--- config.mk ---
export PLATFORM = sky130hd
export DESIGN_NAME = display_command_framer_core_flat
export DESIGN_NICKNAME = d
export VERILOG_FILES = /design/src/sv/dcf_pkg.sv /design/src/sv/dcf_if.sv /design/src/sv/dcf_front.sv /design/src/sv/dcf_queue.sv /design/src/sv/dcf_back.sv /design/src/sv/display_command_framer_core.sv /design/src/flat_wrapper.sv
export SDC_FILE = /design/constraint.sdc
export NUM_CORES = 1
export LEC_CHECK = 0
export BUFFER_PORTS_ARGS = -buffer_cell sky130_fd_sc_hd__buf_4
export CORE_MARGIN = 1
export CORE_UTILIZATION = 40
export DETAILED_ROUTE_END_ITERATION = 10
export SETUP_SLACK_MARGIN = 0.1
export SLEW_MARGIN = 20
export SYNTH_ARGS = -nofsm -noshare
export SYNTH_HDL_FRONTEND = slang
export SYNTH_HIERARCHICAL = 1
export SYNTH_SLANG_ARGS = --single-unit
--- constraint.sdc ---
create_clock -name clk -period 6.4 [get_ports clk]
set_input_delay 0.64 -clock clk [delete_from_list [all_inputs] [get_ports clk]]
set_output_delay 0.64 -clock clk [all_outputs]
set_load 0.05 [all_outputs]
--- src/sv/dcf_pkg.sv ---
// Package for the display command framer: field widths, operation codes,
// command bytes and the frame record passed from front to back. No dependencies.
package dcf_pkg;

    localparam int OP_W = 4;

    typedef enum logic [3:0] {
        OP_CHAR    = 4'd0,
        OP_CLEAR   = 4'd1,
        OP_BRIGHT  = 4'd2,
        OP_COLOR   = 4'd3,
        OP_BG      = 4'd4,
        OP_CLR_BG  = 4'd5,
        OP_DOT     = 4'd6,
        OP_LINE    = 4'd7,
        OP_BOX     = 4'd8,
        OP_CIRCLE  = 4'd9,
        OP_BMP     = 4'd10,
        OP_BAUD    = 4'd11,
        OP_NUM     = 4'd12,
        OP_LOCATE  = 4'd13,
        OP_NEWLINE = 4'd14,
        OP_NONE    = 4'd15
    } op_t;

    localparam logic [7:0] FRAME_SOF     = 8'h55;
    localparam logic [7:0] FRAME_EOF     = 8'hAA;
    localparam logic [7:0] CMD_CHAR      = 8'h0B;
    localparam logic [7:0] CMD_CLEAR     = 8'h80;
    localparam logic [7:0] CMD_BRIGHT    = 8'h89;
    localparam logic [7:0] CMD_COLOR     = 8'h84;
    localparam logic [7:0] CMD_BG        = 8'h85;
    localparam logic [7:0] CMD_DOT       = 8'h01;
    localparam logic [7:0] CMD_LINE      = 8'h02;
    localparam logic [7:0] CMD_BOX       = 8'h03;
    localparam logic [7:0] CMD_BOX_FILL  = 8'h04;
    localparam logic [7:0] CMD_CIRC      = 8'h05;
    localparam logic [7:0] CMD_CIRC_FILL = 8'h06;
    localparam logic [7:0] CMD_BMP       = 8'h09;
    localparam logic [7:0] CMD_BAUD      = 8'h8B;
    localparam logic [7:0] CMD_NUM       = 8'h0A;
    localparam logic [7:0] NEWLINE_CHAR  = 8'h0A;
    localparam logic [31:0] BRIGHT_MAX   = 32'd500;

    localparam int CFG_IDX_W = 1;
    localparam logic [CFG_IDX_W-1:0] REG_TEXT_COLUMNS = 1'd0;
    localparam logic [CFG_IDX_W-1:0] REG_TEXT_ROWS    = 1'd1;

    // Up to ten payload bytes, longest payload first byte in slot 0
    localparam int PAY_MAX = 10;
    localparam int PAY_CNT_W = 4;

    typedef struct packed {
        logic [7:0]              cmd;
        logic [PAY_CNT_W-1:0]    count;
        logic [PAY_MAX*8-1:0]    payload;
    } frame_t;

endpackage

--- src/sv/dcf_if.sv ---
// Valid/ready channel interfaces for the display command framer.
// Depends on nothing.
interface dcf_in_if;
    logic       valid;
    logic       ready;
    logic [3:0] operation;
    logic [7:0] pos_x;
    logic [7:0] pos_y;
    logic [7:0] end_x;
    logic [7:0] end_y;
    logic [31:0] value;
    logic       fill;
    logic [7:0] digit_count;
    logic [1:0] number_style;

    modport source (output valid, operation, pos_x, pos_y, end_x, end_y, value, fill,
                    digit_count, number_style, input ready);
    modport sink   (input valid, operation, pos_x, pos_y, end_x, end_y, value, fill,
                    digit_count, number_style, output ready);
endinterface

interface dcf_out_if;
    logic       valid;
    logic       ready;
    logic [7:0] tx_byte;
    logic       frame_end;

    modport source (output valid, tx_byte, frame_end, input ready);
    modport sink   (input valid, tx_byte, frame_end, output ready);
endinterface

--- src/sv/dcf_front.sv ---
// Front end: accepts operations, keeps the text cursor, builds the frame record.
// Depends on dcf_pkg and dcf_in_if.
module dcf_front (
    input  logic                clk,
    input  logic                rst_n,
    dcf_in_if.sink              in_ch,
    input  logic [4:0]          text_columns,
    input  logic [4:0]          text_rows,
    output logic                push,
    output dcf_pkg::frame_t     frame,
    input  logic                full
);
    import dcf_pkg::*;

    logic [3:0] cursor_row_reg, cursor_row_next;
    logic [3:0] cursor_col_reg, cursor_col_next;
    logic [4:0] col_lim, row_lim;
    logic [4:0] row_inc, col_inc;
    logic [3:0] row_adv;
    logic       accept;
    logic [7:0] cmd;
    logic [PAY_CNT_W-1:0] cnt;
    logic [PAY_MAX*8-1:0] pay;
    logic [15:0] bright;
    logic [7:0] ch;

    assign in_ch.ready = !full;
    assign accept = in_ch.valid && !full;
    assign ch = in_ch.value[7:0];

    // Clamp register values to 1..16
    always_comb
    begin
        col_lim = (text_columns == 5'd0) ? 5'd1 : (text_columns > 5'd16 ? 5'd16 : text_columns);
        row_lim = (text_rows == 5'd0) ? 5'd1 : (text_rows > 5'd16 ? 5'd16 : text_rows);
        row_inc = {1'b0, cursor_row_reg} + 5'd1;
        row_adv = (row_inc >= row_lim) ? 4'd0 : row_inc[3:0];
        col_inc = {1'b0, cursor_col_reg} + 5'd1;
        bright  = (in_ch.value > BRIGHT_MAX) ? BRIGHT_MAX[15:0] : in_ch.value[15:0];
    end

    // Classify the operation into command, payload and cursor update
    always_comb
    begin
        cmd = 8'd0;
        cnt = '0;
        pay = '0;
        cursor_row_next = cursor_row_reg;
        cursor_col_next = cursor_col_reg;
        push = 1'b0;
        case (op_t'(in_ch.operation))
            OP_CHAR:
            begin
                if (ch == NEWLINE_CHAR)
                begin
                    cursor_col_next = 4'd0;
                    cursor_row_next = row_adv;
                end
                else
                begin
                    push = 1'b1;
                    cmd = CMD_CHAR;
                    cnt = 4'd5;
                    pay[79:40] = {9'd0, cursor_col_reg, 3'd0, 8'd0, cursor_row_reg, 4'd0, ch};
                    if (col_inc >= col_lim)
                    begin
                        cursor_col_next = 4'd0;
                        cursor_row_next = row_adv;
                    end
                    else
                    begin
                        cursor_col_next = col_inc[3:0];
                    end
                end
            end
            OP_CLEAR:
            begin
                push = 1'b1;
                cmd = CMD_CLEAR;
                cnt = 4'd1;
                pay[79:72] = FRAME_SOF;
                cursor_row_next = 4'd0;
                cursor_col_next = 4'd0;
            end
            OP_BRIGHT:
            begin
                push = 1'b1;
                cmd = CMD_BRIGHT;
                cnt = 4'd2;
                pay[79:64] = bright;
            end
            OP_COLOR:
            begin
                push = 1'b1;
                cmd = CMD_COLOR;
                cnt = 4'd2;
                pay[79:64] = in_ch.value[15:0];
            end
            OP_BG:
            begin
                push = 1'b1;
                cmd = CMD_BG;
                cnt = 4'd3;
                pay[79:56] = {8'h01, in_ch.value[15:0]};
            end
            OP_CLR_BG:
            begin
                push = 1'b1;
                cmd = CMD_BG;
                cnt = 4'd3;
            end
            OP_DOT:
            begin
                push = 1'b1;
                cmd = CMD_DOT;
                cnt = 4'd4;
                pay[79:48] = {8'd0, in_ch.pos_x, 8'd0, in_ch.pos_y};
            end
            OP_LINE, OP_BOX:
            begin
                push = 1'b1;
                if (op_t'(in_ch.operation) == OP_LINE)
                    cmd = CMD_LINE;
                else
                    cmd = in_ch.fill ? CMD_BOX_FILL : CMD_BOX;
                cnt = 4'd8;
                pay[79:16] = {8'd0, in_ch.pos_x, 8'd0, in_ch.pos_y,
                              8'd0, in_ch.end_x, 8'd0, in_ch.end_y};
            end
            OP_CIRCLE, OP_BMP:
            begin
                push = 1'b1;
                if (op_t'(in_ch.operation) == OP_BMP)
                    cmd = CMD_BMP;
                else
                    cmd = in_ch.fill ? CMD_CIRC_FILL : CMD_CIRC;
                cnt = 4'd6;
                pay[79:32] = {8'd0, in_ch.pos_x, 8'd0, in_ch.pos_y, 8'd0, ch};
            end
            OP_BAUD:
            begin
                push = 1'b1;
                cmd = CMD_BAUD;
                cnt = 4'd4;
                pay[79:48] = in_ch.value;
            end
            OP_NUM:
            begin
                push = 1'b1;
                cmd = CMD_NUM;
                cnt = 4'd10;
                pay = {8'd0, in_ch.pos_x[4:0], 3'd0, 8'd0, in_ch.pos_y[3:0], 4'd0,
                       in_ch.value, in_ch.digit_count, 6'd0, in_ch.number_style};
            end
            OP_LOCATE:
            begin
                cursor_row_next = ({1'b0, in_ch.pos_y} > {4'd0, row_lim - 5'd1})
                                  ? 4'(row_lim - 5'd1) : in_ch.pos_y[3:0];
                cursor_col_next = ({1'b0, in_ch.pos_x} > {4'd0, col_lim - 5'd1})
                                  ? 4'(col_lim - 5'd1) : in_ch.pos_x[3:0];
            end
            OP_NEWLINE:
            begin
                cursor_col_next = 4'd0;
                cursor_row_next = row_adv;
            end
            default:
            begin
                push = 1'b0;
            end
        endcase
        if (!accept)
        begin
            push = 1'b0;
            cursor_row_next = cursor_row_reg;
            cursor_col_next = cursor_col_reg;
        end
    end

    assign frame.cmd = cmd;
    assign frame.count = cnt;
    assign frame.payload = pay;

    // Hold the text cursor
    always_ff @(posedge clk or negedge rst_n)
    begin
        if (!rst_n)
        begin
            cursor_row_reg <= 4'd0;
            cursor_col_reg <= 4'd0;
        end
        else
        begin
            cursor_row_reg <= cursor_row_next;
            cursor_col_reg <= cursor_col_next;
        end
    end
endmodule

--- src/sv/dcf_queue.sv ---
// Two-entry frame record queue between front and back.
// Depends on dcf_pkg.
module dcf_queue (
    input  logic            clk,
    input  logic            rst_n,
    input  logic            push,
    input  dcf_pkg::frame_t push_data,
    output logic            full,
    input  logic            pop,
    output dcf_pkg::frame_t pop_data,
    output logic            not_empty
);
    import dcf_pkg::*;

    frame_t     mem_reg [2];
    logic       wr_ptr_reg, rd_ptr_reg;
    logic [1:0] count_reg;

    assign full = (count_reg == 2'd2);
    assign not_empty = (count_reg != 2'd0);
    assign pop_data = mem_reg[rd_ptr_reg];

    // Store pushed records
    always_ff @(posedge clk)
    begin
        if (push)
            mem_reg[wr_ptr_reg] <= push_data;
    end

    // Advance pointers and count
    always_ff @(posedge clk or negedge rst_n)
    begin
        if (!rst_n)
        begin
            wr_ptr_reg <= 1'b0;
            rd_ptr_reg <= 1'b0;
            count_reg <= 2'd0;
        end
        else
        begin
            if (push)
                wr_ptr_reg <= !wr_ptr_reg;
            if (pop)
                rd_ptr_reg <= !rd_ptr_reg;
            count_reg <= count_reg + {1'b0, push} - {1'b0, pop};
        end
    end
endmodule

--- src/sv/dcf_back.sv ---
// Back end: serializes one frame record into bytes with sum and end markers.
// Depends on dcf_pkg and dcf_out_if.
module dcf_back (
    input  logic            clk,
    input  logic            rst_n,
    input  dcf_pkg::frame_t frame,
    input  logic            frame_valid,
    output logic            pop,
    dcf_out_if.source       out_ch
);
    import dcf_pkg::*;

    logic [4:0] byte_position_reg, byte_position_next;
    logic [7:0] sum_reg, sum_next;
    logic [7:0] cur_byte;
    logic       last;
    logic [4:0] pay_idx;
    logic [7:0] pay_byte;
    logic       step;
    logic       out_valid_reg;
    logic [7:0] out_byte_reg;
    logic       out_end_reg;
    logic       slot_free;

    assign slot_free = !out_valid_reg || out_ch.ready;
    assign step = frame_valid && slot_free;
    assign pay_idx = byte_position_reg - 5'd3;
    assign pay_byte = frame.payload[(PAY_MAX*8-1) - 8*pay_idx[3:0] -: 8];

    // Pick the byte at the current position
    always_comb
    begin
        last = 1'b0;
        sum_next = sum_reg;
        if (byte_position_reg == 5'd0)
            cur_byte = FRAME_SOF;
        else if (byte_position_reg == 5'd1)
            cur_byte = {3'd0, frame.count + 4'd1};
        else if (byte_position_reg == 5'd2)
        begin
            cur_byte = frame.cmd;
            sum_next = frame.cmd;
        end
        else if (byte_position_reg < {1'b0, frame.count} + 5'd3)
        begin
            cur_byte = pay_byte;
            sum_next = sum_reg + pay_byte;
        end
        else if (byte_position_reg == {1'b0, frame.count} + 5'd3)
            cur_byte = sum_reg;
        else
        begin
            cur_byte = FRAME_EOF;
            last = 1'b1;
        end
        byte_position_next = last ? 5'd0 : byte_position_reg + 5'd1;
    end

    assign pop = step && last;
    assign out_ch.valid = out_valid_reg;
    assign out_ch.tx_byte = out_byte_reg;
    assign out_ch.frame_end = out_end_reg;

    // Advance position and output register
    always_ff @(posedge clk or negedge rst_n)
    begin
        if (!rst_n)
        begin
            byte_position_reg <= 5'd0;
            sum_reg <= 8'd0;
            out_valid_reg <= 1'b0;
        end
        else
        begin
            if (step)
            begin
                byte_position_reg <= byte_position_next;
                sum_reg <= sum_next;
            end
            if (slot_free)
                out_valid_reg <= frame_valid;
        end
    end

    always_ff @(posedge clk)
    begin
        if (step)
        begin
            out_byte_reg <= cur_byte;
            out_end_reg <= last;
        end
    end
endmodule

--- src/sv/display_command_framer_core.sv ---
// Display command framer top level: front end, two-entry queue, byte serializer.
// The operation is written into the queue; the serializer then registers each frame byte for output.
// Throughput: one byte per cycle while the receiver is ready; a frame of n payload bytes
// is n + 5 bytes long; the front takes an item per cycle while the queue has room.
// Reset clears the cursor, the queue and the serializer; registers go to 16 columns, 10 rows.
module display_command_framer_core (
    input  logic        clk,
    input  logic        rst_n,
    dcf_in_if.sink      in_ch,
    dcf_out_if.source   out_ch,
    input  logic        cfg_we,
    input  logic [dcf_pkg::CFG_IDX_W-1:0] cfg_index,
    input  logic [4:0]  cfg_data
);
    import dcf_pkg::*;

    logic [4:0] text_columns_reg;
    logic [4:0] text_rows_reg;
    logic       push, full, pop, not_empty;
    frame_t     f_in, f_out;

    // Write configuration registers
    always_ff @(posedge clk or negedge rst_n)
    begin
        if (!rst_n)
        begin
            text_columns_reg <= 5'd16;
            text_rows_reg <= 5'd10;
        end
        else if (cfg_we)
        begin
            case (cfg_index)
                REG_TEXT_COLUMNS: text_columns_reg <= cfg_data;
                REG_TEXT_ROWS:    text_rows_reg <= cfg_data;
                default:          text_rows_reg <= text_rows_reg;
            endcase
        end
    end

    dcf_front u_front (
        .clk(clk), .rst_n(rst_n), .in_ch(in_ch),
        .text_columns(text_columns_reg), .text_rows(text_rows_reg),
        .push(push), .frame(f_in), .full(full)
    );

    dcf_queue u_queue (
        .clk(clk), .rst_n(rst_n), .push(push), .push_data(f_in), .full(full),
        .pop(pop), .pop_data(f_out), .not_empty(not_empty)
    );

    dcf_back u_back (
        .clk(clk), .rst_n(rst_n), .frame(f_out), .frame_valid(not_empty),
        .pop(pop), .out_ch(out_ch)
    );

    a_no_push_full: assert property (@(posedge clk) disable iff (!rst_n)
        !(push && full)) else $error("push into full queue");
    a_pop_nonempty: assert property (@(posedge clk) disable iff (!rst_n)
        pop |-> not_empty) else $error("pop from empty queue");
    a_end_after_pop: assert property (@(posedge clk) disable iff (!rst_n)
        pop |=> (out_ch.valid && out_ch.frame_end)) else $error("frame end missing");
endmodule

--- src/flat_wrapper.sv ---
// flat-port wrapper written by rule: the top's interface ports become plain ports
module display_command_framer_core_flat import dcf_pkg::*;
  (clk, rst_n, cfg_we, cfg_index, cfg_data, in_ch_valid, in_ch_operation, in_ch_pos_x, in_ch_pos_y, in_ch_end_x, in_ch_end_y, in_ch_value, in_ch_fill, in_ch_digit_count, in_ch_number_style, in_ch_ready, out_ch_valid, out_ch_tx_byte, out_ch_frame_end, out_ch_ready);
  dcf_in_if in_ch_i ();
  dcf_out_if out_ch_i ();
  input  logic clk;
  input  logic rst_n;
  input  logic cfg_we;
  input  logic [dcf_pkg::CFG_IDX_W-1:0] cfg_index;
  input  logic [4:0] cfg_data;
  input wire logic [$bits(in_ch_i.valid)-1:0] in_ch_valid;
  input wire logic [$bits(in_ch_i.operation)-1:0] in_ch_operation;
  input wire logic [$bits(in_ch_i.pos_x)-1:0] in_ch_pos_x;
  input wire logic [$bits(in_ch_i.pos_y)-1:0] in_ch_pos_y;
  input wire logic [$bits(in_ch_i.end_x)-1:0] in_ch_end_x;
  input wire logic [$bits(in_ch_i.end_y)-1:0] in_ch_end_y;
  input wire logic [$bits(in_ch_i.value)-1:0] in_ch_value;
  input wire logic [$bits(in_ch_i.fill)-1:0] in_ch_fill;
  input wire logic [$bits(in_ch_i.digit_count)-1:0] in_ch_digit_count;
  input wire logic [$bits(in_ch_i.number_style)-1:0] in_ch_number_style;
  output wire logic [$bits(in_ch_i.ready)-1:0] in_ch_ready;
  output wire logic [$bits(out_ch_i.valid)-1:0] out_ch_valid;
  output wire logic [$bits(out_ch_i.tx_byte)-1:0] out_ch_tx_byte;
  output wire logic [$bits(out_ch_i.frame_end)-1:0] out_ch_frame_end;
  input wire logic [$bits(out_ch_i.ready)-1:0] out_ch_ready;
  assign in_ch_i.valid = in_ch_valid;
  assign in_ch_i.operation = in_ch_operation;
  assign in_ch_i.pos_x = in_ch_pos_x;
  assign in_ch_i.pos_y = in_ch_pos_y;
  assign in_ch_i.end_x = in_ch_end_x;
  assign in_ch_i.end_y = in_ch_end_y;
  assign in_ch_i.value = in_ch_value;
  assign in_ch_i.fill = in_ch_fill;
  assign in_ch_i.digit_count = in_ch_digit_count;
  assign in_ch_i.number_style = in_ch_number_style;
  assign in_ch_ready = in_ch_i.ready;
  assign out_ch_valid = out_ch_i.valid;
  assign out_ch_tx_byte = out_ch_i.tx_byte;
  assign out_ch_frame_end = out_ch_i.frame_end;
  assign out_ch_i.ready = out_ch_ready;
  display_command_framer_core u_core (.clk(clk), .rst_n(rst_n), .in_ch(in_ch_i), .out_ch(out_ch_i), .cfg_we(cfg_we), .cfg_index(cfg_index), .cfg_data(cfg_data));
endmodule
# Word-level counts from Yosys, hierarchy flattened
# Memories as Yosys holds them, arrays and structs flattened.
# Cells that the tools add are included.
word_totals:
  reg_bits: 45
  ramBits: 184
  inputBits: 90
  out_inout_bits: 11
  word_cells: 136
  n_memories: 1
mem_list:
  columns: ["memory", "words", "word_bits", "rd", "rd_clocked_by_memory_dff", "write_ports", "line", "rtl"]
  rows:
  - ["u_core.u_queue.mem_reg", 2, 92, 1, 0, 1, "dcf_queue.sv:15", "frame_t mem_reg [2];"]
classes:
  addsub: 12
  n_lt_le_gt_ge: 8
  eq_ne: 20
  shift: 1
  mux: 48
  bitwise: 3
  n_reduce_logical: 30
op_table:
  columns: ["operator", "n"]
  rows:
  - ["$shiftx A87 B33 Y8", 1]
  - ["$pmux W8 S10", 1]
  - ["$pmux W8 S7", 1]
  - ["$pmux W8 S3", 2]
  - ["$pmux W8 S6", 1]
  - ["$mux W8", 5]
  - ["$mux W4", 9]
  - ["$gt A32 B9 Y1 const B", 1]
  - ["$mux W16", 2]
  - ["$pmux W16 S2", 1]
  - ["$pmux W4 S8", 1]
  - ["$pmux W8 S4", 1]
  - ["$mux W31", 1]
  - ["$eq A4 B4 Y1 const B", 7]
  - ["$mux W5", 5]
  - ["$eq A4 B3 Y1 const B", 4]
  - ["$gt A8 B5 Y1", 2]
  - ["$pmux W4 S4", 1]
  - ["$pmux W8 S2", 1]
  - ["$logic_not A5 Y1", 3]
  - ["$reduce_or A2 Y1", 7]
  - ["$pmux W4 S3", 1]
  - ["$reduce_or A12 Y1", 1]
  - ["$add A4 B1 Y5 const B", 2]
  - ["other kinds (37)", 61]

# Depth between registers and ports, before layout
# An unclocked memory read counts as a cell.
logic_depth:
  depth_word: 10
  mapped_depth: 22
  mapped_depth_nobuf: 17

# Hierarchy
# Netlist, hierarchy kept.
by_module_without_submodules:
  columns: ["mod", "n_inst", "cells_each", "area_per_inst_um2"]
  rows:
  - ["dcf_queue", 1, 301, 7119.3]
  - ["dcf_front", 1, 414, 2846.5]
  - ["dcf_back", 1, 268, 2656.3]
  - ["display_command_framer_core", 1, 22, 429.2]

# Least setup slack after synthesis
# OpenSTA, ideal clock, no wires.
synth_timing:
  kind: "input -> register"
  from: "in in_ch_operation[1]"
  to: "mem u_core/u_queue/mem_reg[0][0] (netlist name) (enable)"
  t_arrival_ns: 5.862
  required_ns: 5.846
  setup_slack_ns: -0.016
  path_stages: 7
  cell_sequence: "buf_6 -> or2_1 -> buf_2 -> nor3_4 -> nand2_4 -> a21oi_1 -> nor2b_1"
synth_via:
  elab_chain_cells: 6
synth_lines:
  columns: ["element", "line", "rtl"]
  rows:
  - ["start, declared", "flat_wrapper.sv:12", "input wire logic [$bits(in_ch_i.operation)-1:0] in_ch_operation;"]
  - ["$eq A4 B3 Y1, or another cell as far along", "dcf_front.sv:51", "case (op_t'(in_ch.operation))"]
  - ["$reduce_or A12 Y1 (no line)", null, null]
  - ["$pmux W1 S2 *", "dcf_front.sv:51", null]
  - ["$mux W1 *", "dcf_front.sv:172", "if (!accept)"]
  - ["named net u_core.push", "display_command_framer_core.sv:19", "logic push, full, pop, not_empty;"]
  - ["$mux W1 *", "dcf_queue.sv:26", "if (push)"]
  - ["$mux W1 (implied by the code) *", "dcf_queue.sv:27", "mem_reg[wr_ptr_reg] <= push_data;"]
  - ["end, declared", "dcf_queue.sv:15", null]
# Mark *: on every way through the listed nets, which the timed path passes. The rest lies on a longest branch.

# Worst setup path after layout
layout_timing:
  from: "reg u_core.u_back.byte_position_reg[0]"
  to: "reg u_core.u_back.sum_reg[6]"
layout_via:
  elab_chain_cells: 6
layout_lines:
  columns: ["element", "line", "rtl"]
  rows:
  - ["start, declared", "dcf_back.sv:13", "logic [4:0] byte_position_reg, byte_position_next;"]
  - ["start signal, assigned", "dcf_back.sv:77", "byte_position_reg <= byte_position_next;"]
  - ["$sub A4 B2 Y4", "dcf_back.sv:27", "assign pay_idx = byte_position_reg - 5'd3;"]
  - ["$sub A7 B7 Y8", "dcf_back.sv:28", "assign pay_byte = frame.payload[(PAY_MAX*8-1) - 8*pay_idx[3:0] -: 8];"]
  - ["$shiftx A87 B33 Y8", "dcf_back.sv:28", null]
  - ["$add A8 B8 Y8", "dcf_back.sv:47", "sum_next = sum_reg + pay_byte;"]
  - ["$mux W8", "dcf_back.sv:44", "else if (byte_position_reg < {1'b0, frame.count} + 5'd3)"]
  - ["$mux W8", "dcf_back.sv:39", "else if (byte_position_reg == 5'd2)"]
  - ["end signal, assigned", "dcf_back.sv:78", "sum_reg <= sum_next;"]
  - ["end, declared", "dcf_back.sv:14", "logic [7:0] sum_reg, sum_next;"]
# Several ways; a longest one is shown, not always the timed one. The select of a mux whose other input is x is not followed.
# A chain may end at the register's enable or synchronous reset.

==> qor.yml <==
run_status:
  status: "finished clean"
synth:
  synthDistinctLibCells: 80
  synth_edf_count: 193
  synth_top_area_frac: 0.444
  synth_compound_area_frac: 0.122
  syn-instance-count: 1005
  avgSynthCellArea_um2: 13.0
  synth_fa_ha_area_frac: 0.0428
  synth_ff_type: "edfxtp_1"
  async_reset_ff_frac: 0.157
  yosys_warnings: 6
  seq_area_frac_synth: 0.513
  yosys.area_share.xor_xnor: 0.0151
  synth_top_family_by_area: "multiplexers"
  synth.area.mux_share: 0.157
  ys_ff_latch: 229
  yosysTopAreaCell: "edfxtp_1"
  synthesis.area_um2: 13100
  synth_area_leaders: "edfxtp_1 44%, mux2_4 9.3%, dfrtp_1 6.3%"
  synth-simple-area-share: 0.108
cells_and_area:
  drive_gt1_frac: 0.285
  final_cell_area_um2: 14900
  n_antenna_cell: 0
  area_growth_pct: 14.0
  layout.nets: 1219
  fin_cells: 1537
  largest_reg_flops: 184
place:
  post-dp-hpwl_um: 23100
  io_buffer_count: 100
  placedCellCount: 1493
  place.gp.congestion: 0.860
  postPlaceCellArea_um2: 14100
detailed_routing:
  avgRoutedWirePerCell_um: 21.1
  num_vias: 8572
  via_per_inst: 5.58
  drt_iter0_markers: 810
  drt_drc_violations_left: 0
  ant_nets: 0
  finalWirelength_um: 32500
  dr.pass1.iters: 9
worst_setup_path:
  crit_type: "flip-flop to flip-flop"
  cp-end-kind: "flip-flop"
  start_kind: "flip-flop"
  critical_path_required_ns: 6.77
  path_max_fanout: 30
  arrival_ns: 4.89
grt:
  track_usage: 0.195
  grt_pass1_vias: 8475
  antenna_found_initial: 0
  grt_max_degree: 69
  grt_overflow: 0
  grt_pass1_wl_um: 49500
job:
  maxCapViolCount: 0
timing:
  hold_viol: 0
  clock_skew_ns: 0.0107
  fin_crit_sh: 0.706
  rsz0062_at_grt: "no"
  tightest_slew_ns: 1.04
  setup-tns-final_ns: 0
  post-route-min-period_ns: 4.52
  setup_viol: 0
  slew_violations: 0
  holdWs_ns: 0.0791
  max_freq_mhz: 221
  slew_headroom: 0.306
floorplan:
  dieHeight_um: 183
  die_area_um2: 33400
  initial_core_util: 0.410
  die_width_um: 183
  num_io_pins: 101
  core_area_um2: 31800
  core.rowCount: 65
clock_network:
  path_clk_slew_ns: 0.06
  post_cts_buffers: 0
  htree_levels: 1
  hold_buffers: 0
  numCtsBuffers: 25
  clk_latency_ns: 0.52
  tritoncts: "built"
  ctsResizeCount: 0
  cts-root-buf: "clkbuf_16"
  max-clock-path-buffers: 3
  cts.sinks: 229
power_and_ir_drop:
  peakVddDrop_mv: 0.239
  p_leak_nw: 5.79
  powerDensity_nw_per_um2: 500
  p_total_mw: 7.44
worst_hold_path:
  min_path_type: "input pin to asynchronous set/reset pin"
-- layer usage --
metal  wire [um]  global-route usage
met5           0                   0
met4         925              0.0605
met3        2400              0.0283
met2       14800               0.314
met1       14400               0.272
-- metrics by stage --
step,utilization,worst slack [ns]
2_1_floorplan,-,1.75
3_3_place_gp,0.443,2.09
5_1_grt,0.468,1.46
3_5_place_dp,0.443,1.90
6_report,0.468,1.88
4_1_cts,0.468,1.89
-- power by group --
| group | switching [mW] | internal [mW] | leakage [nW] |
|---|---|---|---|
| Sequential | 0.223 | 2.05 | 2.25 |
| Clock | 0.578 | 0.839 | 0.383 |
| Combinational | 2.08 | 1.67 | 3.15 |
| Total | 2.88 | 4.56 | 5.79 |
-- critical path, stage by stage, from the launching register on --
cell	delay (ns)
dfrtp_2	0.36
buf_4	0.44
ha_1	0.33
xor2_1	0.23
ha_1	0.22
xor2_2	0.09
xnor2_2	0.72
nor2_2	0.09
a211oi_2	0.25
ha_1	0.21
inv_1	0.06
fa_1	0.38
nor2b_1	0.19
o21ai_1	0.10
a21boi_0	0.29
o211ai_1	0.12
a32oi_1	0.19
a21oi_1	0.09
-- Yosys cell counts, drive strengths merged (4+ instances only) --
library cell	instances
edfxtp	193
and3	7
buf	44
inv	27
a31oi	9
nand2b	11
nand2	87
mux4	16
nor4	10
xor2	10
a211oi	16
a221o	6
a221oi	5
a22o	35
mux2	105
a21oi	35
dfrtp	33
or2	8
nor2b	12
or3	9
o31ai	5
a222oi	10
nor2	50
ha	43
nor3	18
o21ai	35
a22oi	12
and2	24
nand4	9
o21a	4
o211ai	10
mux2i	20
nand3	15
clkbuf	21
xnor2	8
-- final timing paths --
path                                                                 from                                     end  slack, ns  cells past startpoint
max                        u_core/u_back/byte_position_reg[0]$_DFFE_PN0P_    u_core/u_back/sum_reg[6]$_DFFE_PN0P_       1.88                     17
min                                                                 rst_n    u_core/u_back/sum_reg[4]$_DFFE_PN0P_       0.08                      1
max reg2reg                u_core/u_back/byte_position_reg[0]$_DFFE_PN0P_    u_core/u_back/sum_reg[6]$_DFFE_PN0P_       1.88                     17
min reg2reg                        u_core/u_back/out_ch.valid$_DFFE_PN0N_  u_core/u_back/out_ch.valid$_DFFE_PN0N_       0.53                      2
max in group asynchronous                                           rst_n   u_core/u_queue/rd_ptr_reg$_DFFE_PN0P_       5.89                      1
min in group clk                                              cfg_data[0]  u_core/text_columns_reg[0]$_DFFE_PN0P_       0.36                      2
-- final cells by class --
type                            count  area [um^2]
Fill cell                        2804        16900
Sequential cell                   229         6710
Multi-Input combinational cell    691         5870
Timing Repair Buffer              110          851
Clock buffer                       31          648
Tap cell                          435          544
Clock inverter                     13          149
Inverter                           28          105
-- logic make-up (layout without fill, tap and decap cells) --
family / after synthesis / in the layout
AO/OA/AOI/OAI: 206 / 206
XOR/XNOR: 19 / 19
adder cells (fa/ha/maj): 44 / 44
AND/OR/NAND/NOR: 271 / 271
flip-flops: 229 / 229
multiplexers: 141 / 141
other: 2 / 10
buffers and inverters: 93 / 182
-- cells in the final DEF (no fill, tap or decap), types with 8 or more instances in the layout --
cell type	instances
edfxtp_1	193
buf_4	108
nand2_1	85
mux2_4	81
nor2_1	46
ha_1	43
a22o_1	35
a21oi_1	33
dfrtp_1	31
inv_1	27
o21ai_0	27
clkbuf_16	25
mux2_2	24
and2_1	22
mux2i_1	20
mux4_2	16
nand3_1	15
nor3_1	15
a22oi_1	12
nor2b_1	11
a222oi_1	10
conb_1	10
o211ai_1	9
xor2_1	9
nand2b_1	9
a31oi_1	9
nand4_1	9
or3_1	9
a211oi_2	8
nor4_1	8
Power figures use the tool's default switching activity.
